$ cat src/sv/md5_pkg.sv
// Shared types, constants and round functions of the MD5 stream hasher.
package md5_pkg;

    localparam logic [31:0] IV_A = 32'h67452301;
    localparam logic [31:0] IV_B = 32'hEFCDAB89;
    localparam logic [31:0] IV_C = 32'h98BADCFE;
    localparam logic [31:0] IV_D = 32'h10325476;

    localparam logic [7:0] PAD_BYTE     = 8'h80;
    localparam logic [5:0] LAST_POS     = 6'h3F;
    localparam logic [5:0] LEN_POS      = 6'd56;
    localparam logic [5:0] LAST_STEP    = 6'd63;
    localparam logic [1:0] LAST_WORD    = 2'd3;
    localparam logic       CMD_ABSORB   = 1'b0;
    localparam logic       CMD_FINISH   = 1'b1;

    typedef enum logic [2:0] {
        ST_IDLE,
        ST_PAD,
        ST_LOAD,
        ST_COMP,
        ST_OUT
    } state_t;

    typedef struct packed {
        logic       en;
        logic [5:0] addr;
        logic [7:0] data;
    } buf_wr_t;

    function automatic logic [31:0] md5_f(input logic [5:0] step, input logic [31:0] b,
                                          input logic [31:0] c, input logic [31:0] d);
        logic [31:0] f;
        unique case (step[5:4])
            2'd0:    f = (b & c) | (~b & d);
            2'd1:    f = (b & d) | (c & ~d);
            2'd2:    f = b ^ c ^ d;
            default: f = c ^ (b | ~d);
        endcase
        return f;
    endfunction

    function automatic logic [3:0] md5_g(input logic [5:0] step);
        logic [3:0] g;
        unique case (step[5:4])
            2'd0:    g = step[3:0];
            2'd1:    g = 4'(step[3:0] * 4'd5 + 4'd1);
            2'd2:    g = 4'(step[3:0] * 4'd3 + 4'd5);
            default: g = 4'(step[3:0] * 4'd7);
        endcase
        return g;
    endfunction

    function automatic logic [4:0] md5_rot(input logic [5:0] step);
        logic [4:0] s;
        unique case ({step[5:4], step[1:0]})
            4'd0:    s = 5'd7;
            4'd1:    s = 5'd12;
            4'd2:    s = 5'd17;
            4'd3:    s = 5'd22;
            4'd4:    s = 5'd5;
            4'd5:    s = 5'd9;
            4'd6:    s = 5'd14;
            4'd7:    s = 5'd20;
            4'd8:    s = 5'd4;
            4'd9:    s = 5'd11;
            4'd10:   s = 5'd16;
            4'd11:   s = 5'd23;
            4'd12:   s = 5'd6;
            4'd13:   s = 5'd10;
            4'd14:   s = 5'd15;
            default: s = 5'd21;
        endcase
        return s;
    endfunction

    function automatic logic [31:0] md5_k(input logic [5:0] step);
        logic [31:0] k;
        unique case (step)
            6'd0:    k = 32'hd76aa478;
            6'd1:    k = 32'he8c7b756;
            6'd2:    k = 32'h242070db;
            6'd3:    k = 32'hc1bdceee;
            6'd4:    k = 32'hf57c0faf;
            6'd5:    k = 32'h4787c62a;
            6'd6:    k = 32'ha8304613;
            6'd7:    k = 32'hfd469501;
            6'd8:    k = 32'h698098d8;
            6'd9:    k = 32'h8b44f7af;
            6'd10:   k = 32'hffff5bb1;
            6'd11:   k = 32'h895cd7be;
            6'd12:   k = 32'h6b901122;
            6'd13:   k = 32'hfd987193;
            6'd14:   k = 32'ha679438e;
            6'd15:   k = 32'h49b40821;
            6'd16:   k = 32'hf61e2562;
            6'd17:   k = 32'hc040b340;
            6'd18:   k = 32'h265e5a51;
            6'd19:   k = 32'he9b6c7aa;
            6'd20:   k = 32'hd62f105d;
            6'd21:   k = 32'h02441453;
            6'd22:   k = 32'hd8a1e681;
            6'd23:   k = 32'he7d3fbc8;
            6'd24:   k = 32'h21e1cde6;
            6'd25:   k = 32'hc33707d6;
            6'd26:   k = 32'hf4d50d87;
            6'd27:   k = 32'h455a14ed;
            6'd28:   k = 32'ha9e3e905;
            6'd29:   k = 32'hfcefa3f8;
            6'd30:   k = 32'h676f02d9;
            6'd31:   k = 32'h8d2a4c8a;
            6'd32:   k = 32'hfffa3942;
            6'd33:   k = 32'h8771f681;
            6'd34:   k = 32'h6d9d6122;
            6'd35:   k = 32'hfde5380c;
            6'd36:   k = 32'ha4beea44;
            6'd37:   k = 32'h4bdecfa9;
            6'd38:   k = 32'hf6bb4b60;
            6'd39:   k = 32'hbebfbc70;
            6'd40:   k = 32'h289b7ec6;
            6'd41:   k = 32'heaa127fa;
            6'd42:   k = 32'hd4ef3085;
            6'd43:   k = 32'h04881d05;
            6'd44:   k = 32'hd9d4d039;
            6'd45:   k = 32'he6db99e5;
            6'd46:   k = 32'h1fa27cf8;
            6'd47:   k = 32'hc4ac5665;
            6'd48:   k = 32'hf4292244;
            6'd49:   k = 32'h432aff97;
            6'd50:   k = 32'hab9423a7;
            6'd51:   k = 32'hfc93a039;
            6'd52:   k = 32'h655b59c3;
            6'd53:   k = 32'h8f0ccc92;
            6'd54:   k = 32'hffeff47d;
            6'd55:   k = 32'h85845dd1;
            6'd56:   k = 32'h6fa87e4f;
            6'd57:   k = 32'hfe2ce6e0;
            6'd58:   k = 32'ha3014314;
            6'd59:   k = 32'h4e0811a1;
            6'd60:   k = 32'hf7537e82;
            6'd61:   k = 32'hbd3af235;
            6'd62:   k = 32'h2ad7d2bb;
            default: k = 32'heb86d391;
        endcase
        return k;
    endfunction

endpackage

$ cat src/sv/md5_buf.sv
// Block buffer: sixteen 32-bit words, byte writes, one registered word read.
module md5_buf (
    input  logic                clk,
    input  md5_pkg::buf_wr_t    wr,
    input  logic [3:0]          raddr,
    output logic [31:0]         rdata
);
    import md5_pkg::*;

    logic [31:0] mem_reg [16];
    logic [31:0] rdata_reg;

    always_ff @(posedge clk)
    begin
        if (wr.en)
        begin
            mem_reg[wr.addr[5:2]][{wr.addr[1:0], 3'b000} +: 8] <= wr.data;
        end
        rdata_reg <= mem_reg[raddr];
    end

    assign rdata = rdata_reg;

endmodule

$ cat src/sv/md5_step.sv
// Shared MD5 step unit: computes the new b word of one compression step.
module md5_step (
    input  logic [5:0]  step,
    input  logic [31:0] a,
    input  logic [31:0] b,
    input  logic [31:0] c,
    input  logic [31:0] d,
    input  logic [31:0] m,
    output logic [31:0] b_new
);
    import md5_pkg::*;

    logic [31:0] sum;
    logic [4:0]  sh;
    logic [63:0] dbl;

    always_comb
    begin
        sum   = a + md5_f(step, b, c, d) + m + md5_k(step);
        sh    = md5_rot(step);
        dbl   = {sum, sum} << sh;
        b_new = b + dbl[63:32];
    end

endmodule

$ cat src/sv/md5_stream_hasher.sv
// Top level of the byte-serial MD5 hasher: sequencer, state and stream ports.
//
// Input channel s_*: each item carries one command. s_tuser = 0 absorbs the
// byte in s_tdata[7:0]; s_tuser = 1 finishes the message (s_tdata ignored).
// Output channel m_*: a finish yields four items, digest words 0..3 with the
// word index in m_tdata[33:32] and m_tlast high on word 3. Each word holds
// digest bytes 4k..4k+3, byte 4k in the low bits.
// Timing: an absorb writes its byte into the block buffer; the byte that fills
// a 64-byte block adds a read-setup state and 64 steps of the shared single-step
// round unit before s_tready returns. A finish writes the padding one byte per
// cycle, runs one or two compressions and then presents the four words.
// s_tready stays low from a finish until the last word is taken; a stalled
// m_tready holds the current word.
// Reset loads the MD5 initial vector and a zero bit count; the block buffer
// needs no clearing since every byte is written before it is read.
module md5_stream_hasher (
    input  logic        clk,
    input  logic        rst_n,
    input  logic        s_tvalid,
    output logic        s_tready,
    input  logic [7:0]  s_tdata,    // [7:0] data_byte
    input  logic        s_tuser,    // [0] command
    output logic        m_tvalid,
    input  logic        m_tready,
    output logic [39:0] m_tdata,    // [31:0] digest_word, [33:32] word_index, [39:34] zero
    output logic        m_tlast     // last_word
);
    import md5_pkg::*;

    state_t      state_reg, state_next;
    logic [31:0] chain_reg [4];
    logic [31:0] chain_next [4];
    logic [31:0] a_reg, b_reg, c_reg, d_reg;
    logic [31:0] a_next, b_next, c_next, d_next;
    logic [63:0] bitlen_reg, bitlen_next;
    logic [5:0]  step_reg, step_next;
    logic [5:0]  ptr_reg, ptr_next;
    logic        fin_reg, fin_next;
    logic        extra_reg, extra_next;
    logic [1:0]  idx_reg, idx_next;

    buf_wr_t     wr;
    logic [3:0]  raddr;
    logic [31:0] rdata;
    logic [31:0] b_step;
    logic [5:0]  pos;

    md5_buf u_buf (
        .clk   (clk),
        .wr    (wr),
        .raddr (raddr),
        .rdata (rdata)
    );

    md5_step u_step (
        .step  (step_reg),
        .a     (a_reg),
        .b     (b_reg),
        .c     (c_reg),
        .d     (d_reg),
        .m     (rdata),
        .b_new (b_step)
    );

    assign pos = bitlen_reg[8:3];

    always_ff @(posedge clk or negedge rst_n)
    begin
        if (!rst_n)
        begin
            state_reg    <= ST_IDLE;
            chain_reg[0] <= IV_A;
            chain_reg[1] <= IV_B;
            chain_reg[2] <= IV_C;
            chain_reg[3] <= IV_D;
            bitlen_reg   <= '0;
            step_reg     <= '0;
            ptr_reg      <= '0;
            fin_reg      <= 1'b0;
            extra_reg    <= 1'b0;
            idx_reg      <= '0;
        end
        else
        begin
            state_reg  <= state_next;
            chain_reg  <= chain_next;
            bitlen_reg <= bitlen_next;
            step_reg   <= step_next;
            ptr_reg    <= ptr_next;
            fin_reg    <= fin_next;
            extra_reg  <= extra_next;
            idx_reg    <= idx_next;
        end
    end

    always_ff @(posedge clk or negedge rst_n)
    begin
        if (!rst_n)
        begin
            a_reg <= '0;
            b_reg <= '0;
            c_reg <= '0;
            d_reg <= '0;
        end
        else
        begin
            a_reg <= a_next;
            b_reg <= b_next;
            c_reg <= c_next;
            d_reg <= d_next;
        end
    end

    always_comb
    begin
        state_next  = state_reg;
        chain_next  = chain_reg;
        a_next      = a_reg;
        b_next      = b_reg;
        c_next      = c_reg;
        d_next      = d_reg;
        bitlen_next = bitlen_reg;
        step_next   = step_reg;
        ptr_next    = ptr_reg;
        fin_next    = fin_reg;
        extra_next  = extra_reg;
        idx_next    = idx_reg;
        wr          = '0;
        raddr       = '0;
        s_tready    = 1'b0;
        m_tvalid    = 1'b0;

        unique case (state_reg)
            ST_IDLE:
            begin
                s_tready = 1'b1;
                if (s_tvalid)
                begin
                    wr.en   = 1'b1;
                    wr.addr = pos;
                    if (s_tuser == CMD_ABSORB)
                    begin
                        wr.data     = s_tdata;
                        bitlen_next = bitlen_reg + 64'd8;
                        fin_next    = 1'b0;
                        if (pos == LAST_POS)
                        begin
                            state_next = ST_LOAD;
                        end
                    end
                    else
                    begin
                        wr.data  = PAD_BYTE;
                        fin_next = 1'b1;
                        ptr_next = pos + 6'd1;
                        if (pos == LAST_POS)
                        begin
                            extra_next = 1'b1;
                            state_next = ST_LOAD;
                        end
                        else
                        begin
                            extra_next = (pos >= LEN_POS);
                            state_next = ST_PAD;
                        end
                    end
                end
            end
            ST_PAD:
            begin
                wr.en   = 1'b1;
                wr.addr = ptr_reg;
                if (!extra_reg && (ptr_reg >= LEN_POS))
                begin
                    wr.data = bitlen_reg[{ptr_reg[2:0], 3'b000} +: 8];
                end
                else
                begin
                    wr.data = '0;
                end
                ptr_next = ptr_reg + 6'd1;
                if (ptr_reg == LAST_POS)
                begin
                    state_next = ST_LOAD;
                end
            end
            ST_LOAD:
            begin
                raddr      = md5_g('0);
                a_next     = chain_reg[0];
                b_next     = chain_reg[1];
                c_next     = chain_reg[2];
                d_next     = chain_reg[3];
                step_next  = '0;
                state_next = ST_COMP;
            end
            ST_COMP:
            begin
                raddr     = md5_g(step_reg + 6'd1);
                a_next    = d_reg;
                b_next    = b_step;
                c_next    = b_reg;
                d_next    = c_reg;
                step_next = step_reg + 6'd1;
                if (step_reg == LAST_STEP)
                begin
                    chain_next[0] = chain_reg[0] + d_reg;
                    chain_next[1] = chain_reg[1] + b_step;
                    chain_next[2] = chain_reg[2] + b_reg;
                    chain_next[3] = chain_reg[3] + c_reg;
                    if (!fin_reg)
                    begin
                        state_next = ST_IDLE;
                    end
                    else if (extra_reg)
                    begin
                        extra_next = 1'b0;
                        ptr_next   = '0;
                        state_next = ST_PAD;
                    end
                    else
                    begin
                        idx_next   = '0;
                        state_next = ST_OUT;
                    end
                end
            end
            ST_OUT:
            begin
                m_tvalid = 1'b1;
                if (m_tready)
                begin
                    idx_next = idx_reg + 2'd1;
                    if (idx_reg == LAST_WORD)
                    begin
                        chain_next[0] = IV_A;
                        chain_next[1] = IV_B;
                        chain_next[2] = IV_C;
                        chain_next[3] = IV_D;
                        bitlen_next   = '0;
                        fin_next      = 1'b0;
                        state_next    = ST_IDLE;
                    end
                end
            end
            default:
            begin
                state_next = ST_IDLE;
            end
        endcase
    end

    assign m_tdata = {6'b0, idx_reg, chain_reg[idx_reg]};
    assign m_tlast = (idx_reg == LAST_WORD);

endmodule

$ cat config.mk
export PLATFORM = sky130hd
export DESIGN_NAME = md5_stream_hasher
export DESIGN_NICKNAME = d
export VERILOG_FILES = /design/src/sv/md5_pkg.sv /design/src/sv/md5_buf.sv /design/src/sv/md5_step.sv /design/src/sv/md5_stream_hasher.sv
export SDC_FILE = /design/constraint.sdc
export NUM_CORES = 2
export LEC_CHECK = 0
export BUFFER_PORTS_ARGS = -buffer_cell sky130_fd_sc_hd__buf_2
export CORE_ASPECT_RATIO = 0.6
export CORE_UTILIZATION = 57
export CTS_CLUSTER_SIZE = 8
export DETAILED_ROUTE_END_ITERATION = 8
export PLACE_DENSITY = 0.79
export SLEW_MARGIN = 25
export SYNTH_ARGS = -nofsm -noshare
export SYNTH_HDL_FRONTEND = slang
export SYNTH_SLANG_ARGS = --single-unit
$ cat constraint.sdc
create_clock -name clk -period 25.2 [get_ports clk]
set_clock_uncertainty 0.2 [all_clocks]
set_input_delay 2.52 -clock clk [delete_from_list [all_inputs] [get_ports clk]]
set_output_delay 2.52 -clock clk [all_outputs]
set_load 0.005 [all_outputs]
==> out/qor.json <==
{
  "result_of_the_run": {"value": "finished, final reports clean"},
  "post_synth_instance_area": {"value": 0.0553, "unit": "mm^2"},
  "floorplan_core_area": {"value": 0.0961, "unit": "mm^2"},
  "initial_core_util": {"value": 57.5, "unit": "%"},
  "hpwl": {"value": 124000, "unit": "um"},
  "crit_family": {"value": "compound AO/OA/AOI/OAI gates"},
  "root_buffer": {"value": "sky130_fd_sc_hd__clkbuf_16"},
  "worstMarginPinSlew": {"value": 1230, "unit": "ps"},
  "cellLeakagePower": {"value": 23.1, "unit": "nW"},
  "critPathSlowestCell": {"value": "sky130_fd_sc_hd__buf_4"},
  "io_pins": {"value": 56},
  "die_h": {"value": 243, "unit": "um"},
  "post_synth_num_cell_types": {"value": 106},
  "largest_stage_delay_worst_path": {"value": 800, "unit": "ps"},
  "filler_cell_count": {"value": 7649},
  "internal_power": {"value": 2.42, "unit": "mW"},
  "timing_hold_violations_final": {"value": 0},
  "drt_first_iter_violations": {"value": 6673},
  "worst_setup_path_start_kind": {"value": "flip-flop"},
  "cts_repair_resize_count": {"value": 0},
  "holdCritPathClass": {"value": "flip-flop to flip-flop"},
  "global_route.usage.total": {"value": 35.4, "unit": "%"},
  "comb_power_share": {"value": 0.5, "unit": "%"},
  "synth_compound_gate_area_share": {"value": 18.9, "unit": "%"},
  "num_vias": {"value": 46237},
  "die-area": {"value": 0.0983, "unit": "mm^2"},
  "globalRouteOverflowTotal": {"value": 0},
  "prevailing_post_synth_register_cell": {"value": "sky130_fd_sc_hd__edfxtp_1"},
  "yosys_warnings": {"value": 0},
  "worst_ep_arrival_time": {"value": 14120, "unit": "ps"},
  "main_combinational_cell_family_by_area_after_synthesis": {"value": "compound AO/OA/AOI/OAI gates"},
  "peakVddDrop": {"value": 54.8, "unit": "uV"},
  "max_freq": {"value": 73.2, "unit": "MHz"},
  "timing.max_cap.violations": {"value": 0},
  "ctsHoldBuffers": {"value": 0},
  "antenna_found_initial": {"value": 2},
  "postSynthAreaPerCell": {"value": 9.67, "unit": "um^2"},
  "mostFrequentLayoutCell": {"value": "sky130_fd_sc_hd__nand2_1"},
  "worstSetupEndpointType": {"value": "flip-flop"},
  "swShare": {"value": 21.6, "unit": "%"},
  "ys_seq_area_share": {"value": 44.3, "unit": "%"},
  "rows": {"value": 88},
  "share_of_post_route_cells_with_drive_strength_above_1": {"value": 8.43, "unit": "%"},
  "period_share": {"value": 54.2, "unit": "%"},
  "cts_tree": {"value": "yes"},
  "worst-endpoint-required": {"value": 25660, "unit": "ps"},
  "place.port_buffers": {"value": 49},
  "setup_viol_count_final": {"value": 0},
  "power.clock.fraction": {"value": 50.4, "unit": "%"},
  "synth.mux.area_fraction": {"value": 6.26, "unit": "%"},
  "ys_top_cells_by_area": {"value": "sky130_fd_sc_hd__edfxtp_1 28%, sky130_fd_sc_hd__dfrtp_1 12%, sky130_fd_sc_hd__ha_1 5.3%"},
  "synth-simple-area-share": {"value": 14.9, "unit": "%"},
  "synth_edf_count": {"value": 512},
  "largest_register_ffs": {"value": 512},
  "drt-pass1-iter-count": {"value": 8},
  "avgViaCountPerCell": {"value": 6.60},
  "htree_levels": {"value": 3},
  "layout_setup_ws": {"value": 11540, "unit": "ps"},
  "setup-tns-final": {"value": 0, "unit": "ps"},
  "nets": {"value": 5922},
  "post_synthesis_adder_cell_area_fraction": {"value": 7.88, "unit": "%"},
  "power_per_cell_area": {"value": 51.4, "unit": "mW/mm^2"},
  "count_of_unresolved_drc_violations_after_routing": {"value": 0},
  "grt_setup_unrepaired": {"value": "no"},
  "worst-path-max-fanout": {"value": 94},
  "final_period_minus_worst_setup_slack": {"value": 13660, "unit": "ps"},
  "first_global_vias": {"value": 41877},
  "count_of_mapped_cells_out_of_synthesis": {"value": 5714},
  "clk_path_buf_depth": {"value": 3},
  "tritoncts_num_sinks": {"value": 880},
  "maximum_number_of_pins_on_one_net_before_global_route_repair": {"value": 114},
  "ant_nets": {"value": 0},
  "grt_pass1_wl": {"value": 265000, "unit": "um"},
  "pwr-share-seq": {"value": 49.1, "unit": "%"},
  "crit_path_frequent_cell": {"value": "sky130_fd_sc_hd__a21oi_1"},
  "netlist.area_leader.share": {"value": 27.8, "unit": "%"},
  "synth_largest_area_cell": {"value": "sky130_fd_sc_hd__edfxtp_1"},
  "crit_buf_inv": {"value": 4},
  "routed_len_inst": {"value": 25.1, "unit": "um"},
  "area_delta_synth_final": {"value": 8.51, "unit": "%"},
  "tritoncts_buffers": {"value": 120},
  "routed_wl": {"value": 176000, "unit": "um"},
  "xor_and_xnor_fraction_of_the_mapped_netlist_area": {"value": 3.75, "unit": "%"},
  "die-width": {"value": 404, "unit": "um"},
  "postSynthRegisterBits": {"value": 880},
  "dp_worst_setup_slack": {"value": 11940, "unit": "ps"},
  "timing_worst_setup_path_type": {"value": "flip-flop to flip-flop"},
  "slew_viol_final": {"value": 0},
  "post_cts_setup_buffer_count": {"value": 0},
  "switching_power": {"value": 665, "unit": "uW"},
  "clock_latency_of_the_later_clocked_register_in_the_worst_skew_pair": {"value": 770, "unit": "ps"},
  "gp_routability_congestion": {"value": 1.07},
  "most-common-layout-cells": {"value": "764 x sky130_fd_sc_hd__nand2_1, 512 x sky130_fd_sc_hd__edfxtp_1, 486 x sky130_fd_sc_hd__a21oi_1"},
  "asyncSetResetFlopFracSynth": {"value": 38.2, "unit": "%"},
  "worst_setup_hold_path_clk_slew": {"value": 60, "unit": "ps"},
  "max_slew_margin": {"value": 18.2, "unit": "%"}
}
==> cell families (layout without fill, tap and decap cells) <==
family                   Yosys count  after routing
AO/OA/AOI/OAI                   1667           1667
XOR/XNOR                         235            235
adder cells (fa/ha/maj)          306            306
buffers and inverters            553            530
flip-flops                       880            880
multiplexers                     278            278
other                              1              7
AND/OR/NAND/NOR                 1794           1794
==> worst reg2reg max path: cells and delay by family, from the launching register on <==
family,cells,cell delay [ps]
AND/OR/NAND/NOR,10,2300
XOR/XNOR,2,450
AO/OA/AOI/OAI,21,5430
buffers and inverters,4,1700
flip-flops,1,780
adder cells (fa/ha/maj),6,2110
multiplexers,2,590
==> final timing paths <==
path | from | to | slack [ps] | cells after the start
hold reg to reg | a_reg[3] | a_reg[3] | 280 | 2
max in group asynchronous | rst_n | d_reg[20] | 21680 | 3
setup / recovery | step_reg[4] | chain_reg[94] | 11540 | 45
setup reg to reg | step_reg[4] | chain_reg[94] | 11540 | 45
min in group asynchronous | rst_n | bitlen_reg[48] | 1430 | 1
hold / removal | a_reg[3] | a_reg[3] | 280 | 2
==> per-stage QoR <==
stage | util [%] | cells | power [mW] | hold slack, ps | area [um^2]
2_1_floorplan | - | 5719 | 1.54 | 250 | 55300
3_3_place_gp | 58.5 | 6777 | 1.56 | 261 | 56200
3_5_place_dp | 58.5 | 6778 | 1.56 | 271 | 56300
4_1_cts | 62.2 | 6993 | 3.09 | 283 | 59800
5_1_grt | 62.4 | 7002 | 3.15 | 305 | 60000
6_report | 62.4 | 7002 | 3.08 | 282 | 60000
==> layer usage <==
layer  GRT usage [%]  part of all wire, %
met5           0.780                0.059
met4            7.42                  2.0
met3            13.5                   15
met2            43.7                   38
met1            56.9                   45
==> synthesized netlist by cell type (all sizes together), types with 125 or more instances <==
| cell | number |
|---|---|
| a211oi | 198 |
| a21oi | 486 |
| and2 | 180 |
| clkbuf | 290 |
| dfrtp | 272 |
| edfxtp | 512 |
| ha | 236 |
| inv | 200 |
| mux2i | 190 |
| nand2 | 769 |
| nor2 | 427 |
| o21ai | 436 |
| xor2 | 125 |
==> area by class of cell <==
cell class / count / area [um^2] / area share [%]
multi-input combinational: 4286 / 28700 / 47.9
sequential: 880 / 24500 / 40.9
clock buffer: 207 / 3350 / 5.59
tap: 1305 / 1630 / 2.72
timing repair buffer: 112 / 806 / 1.34
inverter: 203 / 762 / 1.27
clock inverter: 8 / 170 / 0.284
antenna: 1 / 2.50 / 0.00417
==> power by group through the flow <==
stage	registers (mW)	clock network (mW)	logic [mW]
after floorplan	1.54	0	0.00120
after global placement	1.54	0	0.0153
after detailed placement	1.54	0	0.0154
after CTS	1.51	1.56	0.0155
after global routing	1.51	1.62	0.0174
final	1.51	1.55	0.0153
(Power assumes the default switching activity.)
